**src/hw/rtl/gdoc_pkg.sv**
```systemverilog
package gdoc_pkg;

	// Field widths of the transaction payloads
	localparam int YEAR_W  = 14;
	localparam int MONTH_W = 4;
	localparam int DAY_W   = 5;
	localparam int OFF_W   = 20;
	localparam int DIFF_W  = 23;

	localparam int MAX_YEAR_DEF = 9999;

	// Calendar block lengths in days
	localparam int BLEN_W = 18;
	localparam logic [BLEN_W-1:0] DAYS_400  = 18'd146097;
	localparam logic [BLEN_W-1:0] DAYS_100L = 18'd36525;
	localparam logic [BLEN_W-1:0] DAYS_100  = 18'd36524;
	localparam logic [BLEN_W-1:0] DAYS_4L   = 18'd1461;
	localparam logic [BLEN_W-1:0] DAYS_4    = 18'd1460;
	localparam logic [BLEN_W-1:0] DAYS_1L   = 18'd366;
	localparam logic [BLEN_W-1:0] DAYS_1    = 18'd365;

	// Year steps of the block levels
	localparam int STEP_W = 9;
	localparam logic [STEP_W-1:0] YEARS_400 = 9'd400;
	localparam logic [STEP_W-1:0] YEARS_100 = 9'd100;
	localparam logic [STEP_W-1:0] YEARS_4   = 9'd4;
	localparam logic [STEP_W-1:0] YEARS_1   = 9'd1;

	localparam logic [MONTH_W-1:0] MONTHS = 4'd12;

	typedef enum logic [3:0] {
		OP_NOP,
		OP_LOAD_A,
		OP_LOAD_B,
		OP_FWD_Y,
		OP_FWD_M,
		OP_END,
		OP_SHIFT,
		OP_CHECK,
		OP_INV_Y,
		OP_INV_M,
		OP_EMIT
	} op_t;

	typedef enum logic [1:0] {
		LV_400,
		LV_100,
		LV_4,
		LV_1
	} lvl_t;

	typedef enum logic [3:0] {
		C_NEVER,
		C_ALWAYS,
		C_IDLE,
		C_FWD_Y,
		C_FWD_M,
		C_SEL_B,
		C_BAD,
		C_INV_Y,
		C_INV_M,
		C_OUT_BUSY
	} cond_t;

	// Loop: repeat the operation while the condition holds, then fall through.
	// Jump: do the operation once, branch when the condition holds.
	typedef enum logic {
		M_LOOP,
		M_JUMP
	} mode_t;

	localparam int PC_W = 5;
	typedef logic [PC_W-1:0] pc_t;

	// Program step addresses
	localparam pc_t ST_IDLE     = 5'd0;
	localparam pc_t ST_LOAD_A   = 5'd1;
	localparam pc_t ST_FWD_400  = 5'd2;
	localparam pc_t ST_FWD_100  = 5'd3;
	localparam pc_t ST_FWD_4    = 5'd4;
	localparam pc_t ST_FWD_1    = 5'd5;
	localparam pc_t ST_FWD_MON  = 5'd6;
	localparam pc_t ST_END      = 5'd7;
	localparam pc_t ST_LOAD_B   = 5'd8;
	localparam pc_t ST_SHIFT    = 5'd9;
	localparam pc_t ST_CHECK    = 5'd10;
	localparam pc_t ST_INV_400  = 5'd11;
	localparam pc_t ST_INV_100  = 5'd12;
	localparam pc_t ST_INV_4    = 5'd13;
	localparam pc_t ST_INV_1    = 5'd14;
	localparam pc_t ST_INV_MON  = 5'd15;
	localparam pc_t ST_WAIT     = 5'd16;
	localparam pc_t ST_EMIT     = 5'd17;

	typedef struct packed {
		op_t   op;
		lvl_t  lvl;
		cond_t cond;
		mode_t mode;
		pc_t   target;
	} uword_t;

	// Datapath conditions seen by the sequencer
	typedef struct packed {
		logic idle;
		logic fwd_y;
		logic fwd_m;
		logic sel_b;
		logic bad;
		logic inv_y;
		logic inv_m;
		logic out_busy;
	} stat_t;

	// Control handed to the datapath
	typedef struct packed {
		op_t  op;
		lvl_t lvl;
		logic exec;
		logic idle;
	} ctrl_t;

	// Control store
	function automatic uword_t ucode(pc_t pc);
		uword_t w;
		w = '{op: OP_NOP, lvl: LV_400, cond: C_ALWAYS, mode: M_JUMP, target: ST_IDLE};
		unique case (pc)
			ST_IDLE:    w = '{OP_NOP,    LV_400, C_IDLE,     M_LOOP, ST_IDLE};
			ST_LOAD_A:  w = '{OP_LOAD_A, LV_400, C_NEVER,    M_JUMP, ST_IDLE};
			ST_FWD_400: w = '{OP_FWD_Y,  LV_400, C_FWD_Y,    M_LOOP, ST_IDLE};
			ST_FWD_100: w = '{OP_FWD_Y,  LV_100, C_FWD_Y,    M_LOOP, ST_IDLE};
			ST_FWD_4:   w = '{OP_FWD_Y,  LV_4,   C_FWD_Y,    M_LOOP, ST_IDLE};
			ST_FWD_1:   w = '{OP_FWD_Y,  LV_1,   C_FWD_Y,    M_LOOP, ST_IDLE};
			ST_FWD_MON: w = '{OP_FWD_M,  LV_400, C_FWD_M,    M_LOOP, ST_IDLE};
			ST_END:     w = '{OP_END,    LV_400, C_SEL_B,    M_JUMP, ST_SHIFT};
			ST_LOAD_B:  w = '{OP_LOAD_B, LV_400, C_ALWAYS,   M_JUMP, ST_FWD_400};
			ST_SHIFT:   w = '{OP_SHIFT,  LV_400, C_NEVER,    M_JUMP, ST_IDLE};
			ST_CHECK:   w = '{OP_CHECK,  LV_400, C_BAD,      M_JUMP, ST_WAIT};
			ST_INV_400: w = '{OP_INV_Y,  LV_400, C_INV_Y,    M_LOOP, ST_IDLE};
			ST_INV_100: w = '{OP_INV_Y,  LV_100, C_INV_Y,    M_LOOP, ST_IDLE};
			ST_INV_4:   w = '{OP_INV_Y,  LV_4,   C_INV_Y,    M_LOOP, ST_IDLE};
			ST_INV_1:   w = '{OP_INV_Y,  LV_1,   C_INV_Y,    M_LOOP, ST_IDLE};
			ST_INV_MON: w = '{OP_INV_M,  LV_400, C_INV_M,    M_LOOP, ST_IDLE};
			ST_WAIT:    w = '{OP_NOP,    LV_400, C_OUT_BUSY, M_LOOP, ST_IDLE};
			ST_EMIT:    w = '{OP_EMIT,   LV_400, C_ALWAYS,   M_JUMP, ST_IDLE};
			default:    w = '{OP_NOP,    LV_400, C_ALWAYS,   M_JUMP, ST_IDLE};
		endcase
		return w;
	endfunction

	// Days in a month; zero for a month code outside the calendar
	function automatic logic [DAY_W-1:0] month_len(logic [MONTH_W-1:0] m, logic leap);
		logic [DAY_W-1:0] len;
		case (m) inside
			4'd1, 4'd3, 4'd5, 4'd7, 4'd8, 4'd10, 4'd12: len = 5'd31;
			4'd4, 4'd6, 4'd9, 4'd11:                    len = 5'd30;
			4'd2:                                       len = leap ? 5'd29 : 5'd28;
			default:                                    len = 5'd0;
		endcase
		return len;
	endfunction

	// Days from year 0 January 1 to January 1 of year y, for sizing
	function automatic int days_before_year(int y);
		int p;
		p = y - 1;
		if (y <= 0) begin
			return 0;
		end
		return 365 * y + p / 4 - p / 100 + p / 400 + 1;
	endfunction

endpackage

```
**src/hw/rtl/gdoc_req_if.sv**
```systemverilog
interface gdoc_req_if;
	import gdoc_pkg::*;

	logic                        valid;
	logic                        ready;
	logic [YEAR_W-1:0]           first_year;
	logic [MONTH_W-1:0]          first_month;
	logic [DAY_W-1:0]            first_day;
	logic [YEAR_W-1:0]           second_year;
	logic [MONTH_W-1:0]          second_month;
	logic [DAY_W-1:0]            second_day;
	logic signed [OFF_W-1:0]     day_offset;

	modport source (
		output valid, first_year, first_month, first_day,
		       second_year, second_month, second_day, day_offset,
		input  ready
	);

	modport sink (
		input  valid, first_year, first_month, first_day,
		       second_year, second_month, second_day, day_offset,
		output ready
	);
endinterface

```
**src/hw/rtl/gdoc_rsp_if.sv**
```systemverilog
interface gdoc_rsp_if;
	import gdoc_pkg::*;

	logic                        valid;
	logic                        ready;
	logic [YEAR_W-1:0]           result_year;
	logic [MONTH_W-1:0]          result_month;
	logic [DAY_W-1:0]            result_day;
	logic                        first_less;
	logic                        dates_equal;
	logic signed [DIFF_W-1:0]    difference_days;
	logic                        input_valid;
	logic                        out_of_range;

	modport source (
		output valid, result_year, result_month, result_day, first_less,
		       dates_equal, difference_days, input_valid, out_of_range,
		input  ready
	);

	modport sink (
		input  valid, result_year, result_month, result_day, first_less,
		       dates_equal, difference_days, input_valid, out_of_range,
		output ready
	);
endinterface

```
**src/hw/rtl/gdoc_useq.sv**
```systemverilog
module gdoc_useq (
	input  logic            clk,
	input  logic            arst_n,
	input  gdoc_pkg::stat_t stat,
	output gdoc_pkg::ctrl_t ctrl
);
	import gdoc_pkg::*;

	pc_t    pc_q;
	pc_t    pc_next;
	uword_t uw;
	logic   hit;

	assign uw = ucode(pc_q);

	// Select the branch condition of the current step
	always_comb begin
		unique case (uw.cond)
			C_NEVER:    hit = 1'b0;
			C_ALWAYS:   hit = 1'b1;
			C_IDLE:     hit = stat.idle;
			C_FWD_Y:    hit = stat.fwd_y;
			C_FWD_M:    hit = stat.fwd_m;
			C_SEL_B:    hit = stat.sel_b;
			C_BAD:      hit = stat.bad;
			C_INV_Y:    hit = stat.inv_y;
			C_INV_M:    hit = stat.inv_m;
			C_OUT_BUSY: hit = stat.out_busy;
			default:    hit = 1'b0;
		endcase
	end

	// Hold on a looping step, branch or advance otherwise
	always_comb begin
		if (uw.mode == M_LOOP) begin
			pc_next = hit ? pc_q : pc_q + PC_W'(1);
		end else begin
			pc_next = hit ? uw.target : pc_q + PC_W'(1);
		end
	end

	assign ctrl.op   = uw.op;
	assign ctrl.lvl  = uw.lvl;
	assign ctrl.exec = (uw.mode == M_JUMP) || hit;
	assign ctrl.idle = (pc_q == ST_IDLE);

	always_ff @(posedge clk or negedge arst_n) begin
		if (!arst_n) begin
			pc_q <= ST_IDLE;
		end else begin
			pc_q <= pc_next;
		end
	end
endmodule

```
**src/hw/rtl/gregorian_date_offset_compare.sv**
```systemverilog
// Gregorian date shift and compare. One request transaction carries two dates
// and a signed day offset; one response transaction returns the first date moved
// by the offset, the less/equal flags and the day difference first minus second.
// Each date is turned into a day count from 0000-01-01 and the shifted count back
// into a date by a microcoded sequencer that steps one accumulator over 400-,
// 100-, 4- and 1-year blocks and then over months, one block a cycle. A
// response that is not yet taken holds the sequencer before it loads the next
// one. The block takes one item at a time; the response register lets the
// next request in while a result still waits. Invalid input dates give
// input_valid 0 and all other fields 0; a shift outside years 0..MAX_YEAR gives
// out_of_range 1 with a zero date and the compare fields still valid.
module gregorian_date_offset_compare #(
	parameter int MAX_YEAR = gdoc_pkg::MAX_YEAR_DEF
) (
	input logic        clk,
	input logic        arst_n,
	gdoc_req_if.sink   req,
	gdoc_rsp_if.source rsp
);
	import gdoc_pkg::*;

	localparam int YR_W     = ($clog2(MAX_YEAR + 1) > YEAR_W) ? $clog2(MAX_YEAR + 1) : YEAR_W;
	localparam int DAYS_END = days_before_year(MAX_YEAR + 1);
	localparam int DAYS_IN  = days_before_year(2 ** YEAR_W);
	localparam int SPAN     = ((DAYS_END > DAYS_IN) ? DAYS_END : DAYS_IN) + 2 ** (OFF_W - 1);
	localparam int DN_W     = $clog2(SPAN + 1) + 1;

	localparam logic signed [DN_W-1:0] END_DN = DN_W'(DAYS_END);
	localparam logic signed [DN_W-1:0] ONE_DN = DN_W'(1);

	ctrl_t ctrl;
	stat_t stat;

	// Captured request
	logic [YEAR_W-1:0]       fy_q, sy_q;
	logic [MONTH_W-1:0]      fm_q, sm_q;
	logic [DAY_W-1:0]        fd_q, sd_q;
	logic signed [OFF_W-1:0] off_q;

	// Working registers
	logic                    sel_q;
	logic signed [DN_W-1:0]  acc_q;
	logic [YR_W-1:0]         cnt_q;
	logic [MONTH_W-1:0]      mo_q;
	logic                    cf_q, qf_q, yf_q;
	logic signed [DN_W-1:0]  n1_q, n2_q;
	logic                    va_q, vb_q, oor_q;

	// Response register
	logic                    ov_q;
	logic [YEAR_W-1:0]       ry_q;
	logic [MONTH_W-1:0]      rm_q;
	logic [DAY_W-1:0]        rd_q;
	logic                    less_q, eq_q, iv_q, ro_q;
	logic signed [DIFF_W-1:0] diff_q;

	logic [YEAR_W-1:0]       cur_y;
	logic [MONTH_W-1:0]      cur_m;
	logic [DAY_W-1:0]        cur_d;
	logic                    leap;
	logic [BLEN_W-1:0]       blen;
	logic [STEP_W-1:0]       step;
	logic signed [DN_W-1:0]  blen_dn;
	logic [YR_W-1:0]         step_yr;
	logic [DAY_W-1:0]        mlen_cur, mlen_tgt;
	logic signed [DN_W-1:0]  mlen_dn;
	logic signed [DN_W-1:0]  cur_d_dn;
	logic                    date_ok;
	logic                    ns_out;
	logic signed [DN_W-1:0]  diff_full;

	gdoc_useq u_useq (
		.clk    (clk),
		.arst_n (arst_n),
		.stat   (stat),
		.ctrl   (ctrl)
	);

	// Date under conversion and the leap flag of the current year
	assign cur_y = sel_q ? sy_q : fy_q;
	assign cur_m = sel_q ? sm_q : fm_q;
	assign cur_d = sel_q ? sd_q : fd_q;
	assign leap  = yf_q && (cf_q || !qf_q);

	// Length and year step of the block at the current level
	always_comb begin
		unique case (ctrl.lvl)
			LV_400: begin
				blen = DAYS_400;
				step = YEARS_400;
			end
			LV_100: begin
				blen = cf_q ? DAYS_100L : DAYS_100;
				step = YEARS_100;
			end
			LV_4: begin
				blen = (cf_q || !qf_q) ? DAYS_4L : DAYS_4;
				step = YEARS_4;
			end
			LV_1: begin
				blen = leap ? DAYS_1L : DAYS_1;
				step = YEARS_1;
			end
			default: begin
				blen = DAYS_1;
				step = YEARS_1;
			end
		endcase
	end

	assign blen_dn  = $signed({{(DN_W - BLEN_W){1'b0}}, blen});
	assign step_yr  = YR_W'(step);
	assign mlen_cur = month_len(mo_q, leap);
	assign mlen_tgt = month_len(cur_m, leap);
	assign mlen_dn  = $signed({{(DN_W - DAY_W){1'b0}}, mlen_cur});
	assign cur_d_dn = $signed({{(DN_W - DAY_W){1'b0}}, cur_d});

	assign date_ok = (32'(cur_y) <= 32'(MAX_YEAR)) && (cur_m != '0) && (cur_m <= MONTHS)
		&& (cur_d != '0) && (cur_d <= mlen_tgt);
	assign ns_out  = (acc_q < 0) || (acc_q >= END_DN);
	assign diff_full = n1_q - n2_q;

	// Conditions for the sequencer
	assign stat.idle     = !req.valid;
	assign stat.fwd_y    = cnt_q >= step_yr;
	assign stat.fwd_m    = (mo_q < cur_m) && (mo_q <= MONTHS);
	assign stat.sel_b    = sel_q;
	assign stat.bad      = !(va_q && vb_q) || ns_out;
	assign stat.inv_y    = acc_q >= blen_dn;
	assign stat.inv_m    = (mo_q < MONTHS) && (acc_q >= mlen_dn);
	assign stat.out_busy = ov_q && !rsp.ready;

	assign req.ready = ctrl.idle;

	// Capture the request transaction
	always_ff @(posedge clk) begin
		if (req.valid && req.ready) begin
			fy_q  <= req.first_year;
			fm_q  <= req.first_month;
			fd_q  <= req.first_day;
			sy_q  <= req.second_year;
			sm_q  <= req.second_month;
			sd_q  <= req.second_day;
			off_q <= req.day_offset;
		end
	end

	// Execute the control word on the datapath
	always_ff @(posedge clk) begin
		if (ctrl.exec) begin
			unique case (ctrl.op) inside
				OP_LOAD_A, OP_LOAD_B: begin
					sel_q <= (ctrl.op == OP_LOAD_B);
					cnt_q <= YR_W'((ctrl.op == OP_LOAD_B) ? sy_q : fy_q);
					acc_q <= '0;
					mo_q  <= MONTH_W'(1);
					cf_q  <= 1'b1;
					qf_q  <= 1'b1;
					yf_q  <= 1'b1;
				end
				OP_FWD_Y, OP_INV_Y: begin
					if (ctrl.op == OP_FWD_Y) begin
						cnt_q <= cnt_q - step_yr;
						acc_q <= acc_q + blen_dn;
					end else begin
						cnt_q <= cnt_q + step_yr;
						acc_q <= acc_q - blen_dn;
					end
					case (ctrl.lvl)
						LV_100:  cf_q <= 1'b0;
						LV_4:    qf_q <= 1'b0;
						LV_1:    yf_q <= 1'b0;
						default: ;
					endcase
				end
				OP_FWD_M: begin
					acc_q <= acc_q + mlen_dn;
					mo_q  <= mo_q + MONTH_W'(1);
				end
				OP_INV_M: begin
					acc_q <= acc_q - mlen_dn;
					mo_q  <= mo_q + MONTH_W'(1);
				end
				OP_END: begin
					if (sel_q) begin
						n2_q <= acc_q + cur_d_dn - ONE_DN;
						vb_q <= date_ok;
					end else begin
						n1_q <= acc_q + cur_d_dn - ONE_DN;
						va_q <= date_ok;
					end
				end
				OP_SHIFT: begin
					acc_q <= n1_q + $signed({{(DN_W - OFF_W){off_q[OFF_W-1]}}, off_q});
					cnt_q <= '0;
					mo_q  <= MONTH_W'(1);
					cf_q  <= 1'b1;
					qf_q  <= 1'b1;
					yf_q  <= 1'b1;
				end
				OP_CHECK: begin
					oor_q <= va_q && vb_q && ns_out;
				end
				default: ;
			endcase
		end
	end

	// Load the response register
	always_ff @(posedge clk) begin
		if (ctrl.exec && ctrl.op == OP_EMIT) begin
			if (!(va_q && vb_q)) begin
				ry_q   <= '0;
				rm_q   <= '0;
				rd_q   <= '0;
				less_q <= 1'b0;
				eq_q   <= 1'b0;
				diff_q <= '0;
				iv_q   <= 1'b0;
				ro_q   <= 1'b0;
			end else begin
				if (oor_q) begin
					ry_q <= '0;
					rm_q <= '0;
					rd_q <= '0;
				end else begin
					ry_q <= cnt_q[YEAR_W-1:0];
					rm_q <= mo_q;
					rd_q <= acc_q[DAY_W-1:0] + DAY_W'(1);
				end
				less_q <= n1_q < n2_q;
				eq_q   <= n1_q == n2_q;
				diff_q <= diff_full[DIFF_W-1:0];
				iv_q   <= 1'b1;
				ro_q   <= oor_q;
			end
		end
	end

	// Hold the response valid until the transaction completes
	always_ff @(posedge clk or negedge arst_n) begin
		if (!arst_n) begin
			ov_q <= 1'b0;
		end else if (ctrl.exec && ctrl.op == OP_EMIT) begin
			ov_q <= 1'b1;
		end else if (rsp.ready) begin
			ov_q <= 1'b0;
		end
	end

	assign rsp.valid           = ov_q;
	assign rsp.result_year     = ry_q;
	assign rsp.result_month    = rm_q;
	assign rsp.result_day      = rd_q;
	assign rsp.first_less      = less_q;
	assign rsp.dates_equal     = eq_q;
	assign rsp.difference_days = diff_q;
	assign rsp.input_valid     = iv_q;
	assign rsp.out_of_range    = ro_q;
endmodule

```
**src/flat_wrapper.sv**
```systemverilog
// flat-port wrapper written by rule: the top's interface ports become plain ports
module gregorian_date_offset_compare_flat import gdoc_pkg::*;
#(
	parameter int MAX_YEAR = gdoc_pkg::MAX_YEAR_DEF
)
  (clk, arst_n, req_valid, req_first_year, req_first_month, req_first_day, req_second_year, req_second_month, req_second_day, req_day_offset, req_ready, rsp_valid, rsp_result_year, rsp_result_month, rsp_result_day, rsp_first_less, rsp_dates_equal, rsp_difference_days, rsp_input_valid, rsp_out_of_range, rsp_ready);
  gdoc_req_if req_i ();
  gdoc_rsp_if rsp_i ();
  input logic clk;
  input logic arst_n;
  input wire logic [$bits(req_i.valid)-1:0] req_valid;
  input wire logic [$bits(req_i.first_year)-1:0] req_first_year;
  input wire logic [$bits(req_i.first_month)-1:0] req_first_month;
  input wire logic [$bits(req_i.first_day)-1:0] req_first_day;
  input wire logic [$bits(req_i.second_year)-1:0] req_second_year;
  input wire logic [$bits(req_i.second_month)-1:0] req_second_month;
  input wire logic [$bits(req_i.second_day)-1:0] req_second_day;
  input wire logic [$bits(req_i.day_offset)-1:0] req_day_offset;
  output wire logic [$bits(req_i.ready)-1:0] req_ready;
  output wire logic [$bits(rsp_i.valid)-1:0] rsp_valid;
  output wire logic [$bits(rsp_i.result_year)-1:0] rsp_result_year;
  output wire logic [$bits(rsp_i.result_month)-1:0] rsp_result_month;
  output wire logic [$bits(rsp_i.result_day)-1:0] rsp_result_day;
  output wire logic [$bits(rsp_i.first_less)-1:0] rsp_first_less;
  output wire logic [$bits(rsp_i.dates_equal)-1:0] rsp_dates_equal;
  output wire logic [$bits(rsp_i.difference_days)-1:0] rsp_difference_days;
  output wire logic [$bits(rsp_i.input_valid)-1:0] rsp_input_valid;
  output wire logic [$bits(rsp_i.out_of_range)-1:0] rsp_out_of_range;
  input wire logic [$bits(rsp_i.ready)-1:0] rsp_ready;
  assign req_i.valid = req_valid;
  assign req_i.first_year = req_first_year;
  assign req_i.first_month = req_first_month;
  assign req_i.first_day = req_first_day;
  assign req_i.second_year = req_second_year;
  assign req_i.second_month = req_second_month;
  assign req_i.second_day = req_second_day;
  assign req_i.day_offset = req_day_offset;
  assign req_ready = req_i.ready;
  assign rsp_valid = rsp_i.valid;
  assign rsp_result_year = rsp_i.result_year;
  assign rsp_result_month = rsp_i.result_month;
  assign rsp_result_day = rsp_i.result_day;
  assign rsp_first_less = rsp_i.first_less;
  assign rsp_dates_equal = rsp_i.dates_equal;
  assign rsp_difference_days = rsp_i.difference_days;
  assign rsp_input_valid = rsp_i.input_valid;
  assign rsp_out_of_range = rsp_i.out_of_range;
  assign rsp_i.ready = rsp_ready;
  gregorian_date_offset_compare #(.MAX_YEAR(MAX_YEAR)) u_core (.clk(clk), .arst_n(arst_n), .req(req_i), .rsp(rsp_i));
endmodule
```
**config.mk**
```make
export PLATFORM = sky130hd
export DESIGN_NAME = gregorian_date_offset_compare_flat
export DESIGN_NICKNAME = d
export VERILOG_FILES = /design/src/hw/rtl/gdoc_pkg.sv /design/src/hw/rtl/gdoc_req_if.sv /design/src/hw/rtl/gdoc_rsp_if.sv /design/src/hw/rtl/gdoc_useq.sv /design/src/hw/rtl/gregorian_date_offset_compare.sv /design/src/flat_wrapper.sv
export SDC_FILE = /design/constraint.sdc
export NUM_CORES = 1
export LEC_CHECK = 0
export ABC_AREA = 1
export ABC_CLOCK_PERIOD_IN_PS = 7450
export BUFFER_PORTS_ARGS = -buffer_cell sky130_fd_sc_hd__clkbuf_2
export CAP_MARGIN = 10
export CORE_ASPECT_RATIO = 1.5
export CORE_MARGIN = 10
export CORE_UTILIZATION = 45
export DETAILED_ROUTE_END_ITERATION = 7
export GPL_TIMING_DRIVEN = 0
export HOLD_SLACK_MARGIN = 0.08
export REMOVE_ABC_BUFFERS = 1
export SYNTH_ARGS = -nofsm -noshare
export SYNTH_HDL_FRONTEND = slang
export SYNTH_SLANG_ARGS = --single-unit
```
**constraint.sdc**
```tcl
create_clock -name clk -period 7.45 [get_ports clk]
set_clock_uncertainty 0.05 [all_clocks]
set_input_delay 1.1175 -clock clk [delete_from_list [all_inputs] [get_ports clk]]
set_output_delay 1.1175 -clock clk [all_outputs]
set_load 0.05 [all_outputs]
```
======== Yosys cells after proc, flatten, opt, wreduce, memory -nomap -nowiden ========
Memory sizes are Yosys's and may differ from the RTL's.
Index checks and enable logic that the tools add are counted.
word-level totals
  word-level logic and storage cells ...... 190
  input port bits ......................... 70
  flip-flop bits (word level) ............. 219
  ROM bits ................................ 480
  output and inout port bits .............. 52
  memories kept ........................... 1
operators by class
  bitwise operators ....................... 2
  equality and inequality tests ........... 51
  mux-type cells .......................... 34
  add/sub/neg operators ................... 13
  $lt $le $gt $ge ......................... 12
  reduce and logical (&&, ||, !) cells .... 48
memories
  name              words  bits a word  read ports  clocked after memory_dff  wr ports  line             text
  (name not given)  32     15           1           0                         0         gdoc_pkg.sv:127  unique case (pc)
operators with widths
  cell                                                                 number
  case mux 24 bit (5 select lines)                                     1
  case mux 18 bit (4 select lines)                                     1
  == test 4 x 3 -> 1 bit, second input constant                        16
  == test 4 bit, second input constant                                 15
  two-way mux 5 bit                                                    10
  adder 24 x 6 -> 24 bit                                               2
  two-way mux 14 bit                                                   3
  case mux 14 bit (3 select lines)                                     1
  case mux 9 bit (4 select lines)                                      1
  == test 4 x 2 -> 1 bit, second input constant                        8
  adder 24 x 19 -> 24 bit                                              1
  adder 24 x 20 -> 24 bit                                              1
  == test 24 bit                                                       1
  greater-or-equal comparator 24 x 19 -> 1 bit                         1
  greater-or-equal comparator 24 x 23 -> 1 bit, second input constant  1
  greater-or-equal comparator 24 x 6 -> 1 bit                          1
  less-than comparator 24 x 1 -> 1 bit, second input constant          1
  less-than comparator 24 bit                                          1
  two-way mux 24 bit                                                   1
  subtractor 24 x 19 -> 24 bit                                         1
  subtractor 24 x 2 -> 24 bit, second input constant                   1
  subtractor 24 x 6 -> 24 bit                                          1
  subtractor 23 bit                                                    1
  == test 4 x 1 -> 1 bit, second input constant                        4
  36 further kinds                                                     85

======== Longest topological paths before layout ========
  depth after elaboration ................. 13
  depth in mapped cells ................... 29
  gate-level depth less buffers ........... 28

======== By module ========
A second synthesis with hierarchy kept.
second synthesis, totals
  cell total of the unflattened synthesis .. 2666
  area, all modules ....................... 19543.7 sq um
by module, submodules not included
  module                         times used  sequential area each (sq um)  cells each  area each (sq um)
  gregorian_date_offset_compare  1           6421.2                        2527        18550.3
  gdoc_useq                      1           125.1                         139         993.5

======== Least setup slack after synthesis ========
Ideal clock, no wire load.
  path type ............................... input to register
  from .................................... input req_valid
  to ...................................... register u_core.fd_q[0], enable pin
  buffers on the path ..................... 0
  data required time ...................... 6.828 ns
  cell stages on the path ................. 2
  setup time .............................. 0.572 ns
  data arrival time ....................... 5.654 ns
  path slack .............................. 1.175 ns
  cell sequence ........................... inv_1 nor3_1
on the way
  word-level cells in the longest chain between the ends .. 1
RTL lines
  element               line                                  text
  start, declared       flat_wrapper.sv:11                    input wire logic [$bits(req_i.valid)-1:0] req_valid;
  logical AND 1 bit     gregorian_date_offset_compare.sv:137  if (req.valid && req.ready) begin
  end signal, assigned  gregorian_date_offset_compare.sv:140  fd_q <= req.first_day;
  end, declared         gregorian_date_offset_compare.sv:37   logic [DAY_W-1:0] fd_q, sd_q;
Every way passes these cells.
A chain may end at the register's enable or synchronous reset.

======== Final worst setup path ========
  from .................................... register u_core.u_useq.pc_q[3]
  to ...................................... register u_core.n2_q[23], enable pin
on the way
  word-level cells in the longest chain between the ends .. 7
  elaborated cells between the ends (all ways) .. 22
  classes of those cells .................. order compare (2); eq/ne (13); mux (3); reduce/logical (3); memory (1)
RTL lines
  element                                                                                                      line                                                                        text
  start, declared                                                                                              gdoc_useq.sv:9                                                              pc_t pc_q;
  start signal, assigned                                                                                       gdoc_useq.sv:51                                                             pc_q <= pc_next;
  memory (32 x 15 bit) (*)                                                                                     -
  == test 2 bit (tied with other cells)                                                                        gregorian_date_offset_compare.sv:87                                         unique case (ctrl.lvl)
  case mux 18 bit (4 select lines) or case mux 9 bit (4 select lines) (tied branches)                          gregorian_date_offset_compare.sv:87
  greater-or-equal comparator 24 x 19 -> 1 bit or greater-or-equal comparator 14 x 9 -> 1 bit (tied branches)  gregorian_date_offset_compare.sv:129, gregorian_date_offset_compare.sv:125
  case mux 1 bit (9 select lines)                                                                              gdoc_useq.sv:18                                                             unique case (uw.cond)
  logical OR 1 bit                                                                                             gdoc_useq.sv:44                                                             assign ctrl.exec = (uw.mode == M_JUMP) || hit;
  AND reduction 3 bit (no source line) (*)                                                                     -
  end signal, assigned                                                                                         gregorian_date_offset_compare.sv:186                                        n2_q <= acc_q + cur_d_dn - ONE_DN;
  end, declared                                                                                                gregorian_date_offset_compare.sv:46                                         logic signed [DN_W-1:0] n1_q, n2_q;
Every way passes the cells marked *; elsewhere a longest branch is shown, timed or not. The select of a mux whose other input is x is not followed.

==> metrics.md <==
| Metric | Value |
|---|---|
| Arrival time at the worst endpoint | 6.53 ns |
| Crit end category | flop |
| RSZ-0062 raised after global routing | false |
| Pint | 2.11 mW |
| Wirelength per Cell | 19.5 um |
| DRC viols | 0 |
| Final setup viols | 0 |
| Layout cells sized above 1 | 9.82% |
| Post-CTS Repair Setup Buffers | 0 |
| CTS Buf Count | 25 |
| Pwr/cell area | 131 mW/mm2 |
| Setup WS pre-CTS | 1.13 ns |
| Maximum vdd drop | 0.205 mV |
| Crit-path max cell delay | 0.64 ns |
| Core area | 0.0402 mm2 |
| CP Buf/Inv Count | 5 |
| Synthesis Warnings | 0 |
| Post-synth EDFFs | 213 |
| Total power draw | 2.67 mW |
| Leakage | 9.29 nW |
| Least-Margin Pin Slew | 1.03 ns |
| Worst-skew pair later-pin latency | 0.58 ns |
| Clock Power Share | 49.2% |
| Hold_buf cts | 0 |
| Fin crit period | 6.31 ns |
| Top cell type by total area after synthesis | edfxtp_1 |
| Critical path peak fanout | 17 |
| Post-Route WL | 58.1 mm |
| Root buf cell | clkbuf_16 |
| Largest net degree at the start of global routing | 41 |
| Most instantiated library cell after synthesis | nand2_1 |
| Port Buffers | 121 |
| # rows | 90 |
| Worst hold path class | input pin to asynchronous set/reset pin |
| Combinational fraction of design power | 0.7% |
| Yosys cell types | 66 |
| Final GP Congestion | 1.03 |
| Pre-antenna DRT Iters | 5 |
| CP delay by family, top | simple AND/OR/NAND/NOR gates |
| Vias in the first global route | 16800 |
| Mean post-synth cell area | 7.82 um2 |
| Post_cts resized | 0 |
| Tcrit/Tclk final | 84.7% |
| Max Root-Sink Buffers | 3 |
| Crit-path cells | inv_2, nor2_1, nand2_1, o22ai_1, inv_1, ha_1, inv_1, o2111ai_1, ha_1, inv_1, fa_1, nand3_1, nand2_1, nand2_1, nand2_1, nand2_1, nand4_1, nand2_1, nand2_1, a21oi_2, nand4_2, nand2_1, nor2_2, buf_16 |
| CTS tree | done |
| Antenna violations before repair | 0 |
| CP Data Required Time | 7.67 ns |
| Synth top cells by count | nand2_1, inv_1, nor2_1, edfxtp_1, ha_1 |
| Hold Vio Cnt, Final | 0 |
| H-tree depth | 1 |
| Gate Count Post-Synth | 2334 |
| FFs w/ async S/R, synth | 2.74% |
| DP HPWL | 47.0 mm |
| Worst path slowest cell | dfrtp_1 |
| Post-synth top area share | 35.1% |
| CP Class | flop to flop |
| Die footprint | 0.0492 mm2 |
| DR iter-0 viols | 751 |
| Area of the mapped netlist | 0.0182 mm2 |
| Initial Util | 45.4% |
| Outcome | finished, final reports clean |
| First-pass GRT wire length | 89.1 mm |
| # nets final | 2738 |
| Sequential area share after synthesis | 35.9% |
| Highest Clock Rate | 158 MHz |
| Sink Count | 219 |
| Post-route ant nets | 0 |
| Gr ovfl total | 0 |
| Die Wd | 184 um |
| Die height | 267 um |
| ANT cells | 0 |
| Startpoint types | flop |
| I/O pins | 122 |
| Sequential power share | 50.1% |
| Max cap viols | 0 |
| GRT Total Usage | 23.3% |
| FF+latch count, synth | 219 |
| Switching power | 0.556 mW |
| Worst-path clk slew | 0.06 ns |
| Rel. slew slack | 30.8% |
| Top_reg_cell synth | edfxtp_1 |
| Final setup margin | 1.14 ns |
| Area grow syn2layout | 11.4% |
| Synth top area cells | edfxtp_1, ha_1, nand2_1 |
| CP dominant cell by count | nand2_1 |
| Via density | 5.46 |
| Sw Ratio | 20.8% |
| Via count | 16300 |
| Final Slew Violations | 0 |
==> flip-flops by register name, summed over array words and instances (netlist names), 4 cells and up <==
name,flops
u_core.acc_q,24
u_core.n1_q,24
u_core.n2_q,24
u_core.rsp.difference_days,23
u_core.off_q,20
u_core.cnt_q,14
u_core.fy_q,14
u_core.rsp.result_year,14
u_core.sy_q,14
u_core.fd_q,5
u_core.rsp.result_day,5
u_core.sd_q,5
u_core.u_useq.pc_q,5
u_core.fm_q,4
u_core.mo_q,4
u_core.rsp.result_month,4
u_core.sm_q,4
==> kinds of logic (layout without fill, tap and decap cells) <==
logic type	count (synthesis)	after routing	synth area share (%)
multiplexers	2	2	0.110
AND/OR/NAND/NOR	995	995	23.6
AO/OA/AOI/OAI	495	495	15.3
buffers and inverters	360	501	7.78
adder cells (fa/ha/maj)	212	212	14.8
flip-flops	219	219	35.9
XOR/XNOR	51	51	2.45
==> power by group through the flow <==
stage / Combinational (mW) / Clock, mW / Sequential, mW
after floorplan: 0.000169 / 0 / 1.36
after global placement: 0.0175 / 0 / 1.36
after detailed placement: 0.0183 / 0 / 1.36
after CTS: 0.0182 / 1.34 / 1.34
after global routing: 0.0207 / 1.38 / 1.34
final: 0.0178 / 1.31 / 1.34
==> cell type report <==
type	count	area, um2
flip-flops and latches	219	6550
inverters	324	1220
clock buffers	29	641
repair buffers	131	779
clock inverters	17	214
multi-input cells	1755	10300
fillers	3937	19900
well taps	506	633
==> cells in the final DEF (no fill, tap or decap), drive strengths merged, types with 5 or more instances in the layout <==
| cell | instances |
|---|---|
| nand2 | 478 |
| inv | 322 |
| nor2 | 249 |
| edfxtp | 213 |
| ha | 205 |
| a21oi | 205 |
| o21ai | 181 |
| nand3 | 157 |
| clkbuf | 150 |
| xor2 | 45 |
| nor3 | 38 |
| nand4 | 26 |
| or2 | 19 |
| a21o | 17 |
| a31oi | 17 |
| o21bai | 14 |
| nor4 | 13 |
| o21a | 12 |
| clkinv | 12 |
| nand3b | 10 |
| buf | 10 |
| o211ai | 9 |
| a21boi | 8 |
| o31ai | 8 |
| fa | 7 |
| xnor2 | 6 |
| dfrtp | 6 |
| a31o | 5 |
==> path summary, 6_finish.rpt <==
path,start,end,slack (ns),cells past startpoint
max in group asynchronous,arst_n,u_core.u_useq.pc_q[4],6.86,1
worst max-delay path,u_core.u_useq.pc_q[3],u_core.n2_q[23],1.14,24
worst max register to register,u_core.u_useq.pc_q[3],u_core.n2_q[23],1.14,24
min in group clk,u_core.oor_q,u_core.rsp.out_of_range,0.56,2
worst min-delay path,arst_n,u_core.rsp.valid,0.33,1
worst min register to register,u_core.oor_q,u_core.rsp.out_of_range,0.56,2
==> per-layer routing <==
layer  vias up  part of all wire [%]  GRT usage, %
li1       8178                     -             -
met4         0                   5.9          12.9
met3       145                   3.5          2.26
met1      7555                    36          22.6
met5         -                     0             0
met2       413                    55          46.0
==> worst reg2reg max path: stages, from the launching register on <==
cell	delay, ns
dfrtp_1	0.64
inv_2	0.17
nor2_1	0.30
nand2_1	0.12
o22ai_1	0.50
inv_1	0.22
ha_1	0.50
inv_1	0.52
o2111ai_1	0.26
ha_1	0.24
inv_1	0.08
fa_1	0.19
nand3_1	0.09
nand2_1	0.12
nand2_1	0.06
nand2_1	0.16
nand2_1	0.11
nand4_1	0.10
nand2_1	0.08
nand2_1	0.21
a21oi_2	0.15
nand4_2	0.16
nand2_1	0.19
nor2_2	0.52
buf_16	0.24
==> stage by stage <==
stage | util, % | TNS, ns | instance area, um2 | hold WS, ns | std cells
after global routing | 50.6 | 0 | 20300 | 0.321 | 2981
after global placement | 48.0 | -92.45 | 19300 | 0.533 | 2925
after floorplan | - | 0 | 18000 | 0.495 | 2298
after detailed placement | 48.4 | 0 | 19500 | 0.541 | 2935
final | 50.6 | 0 | 20300 | 0.328 | 2981
after CTS | 50.6 | 0 | 20300 | 0.308 | 2981
Power figures use the tool's default switching activity.
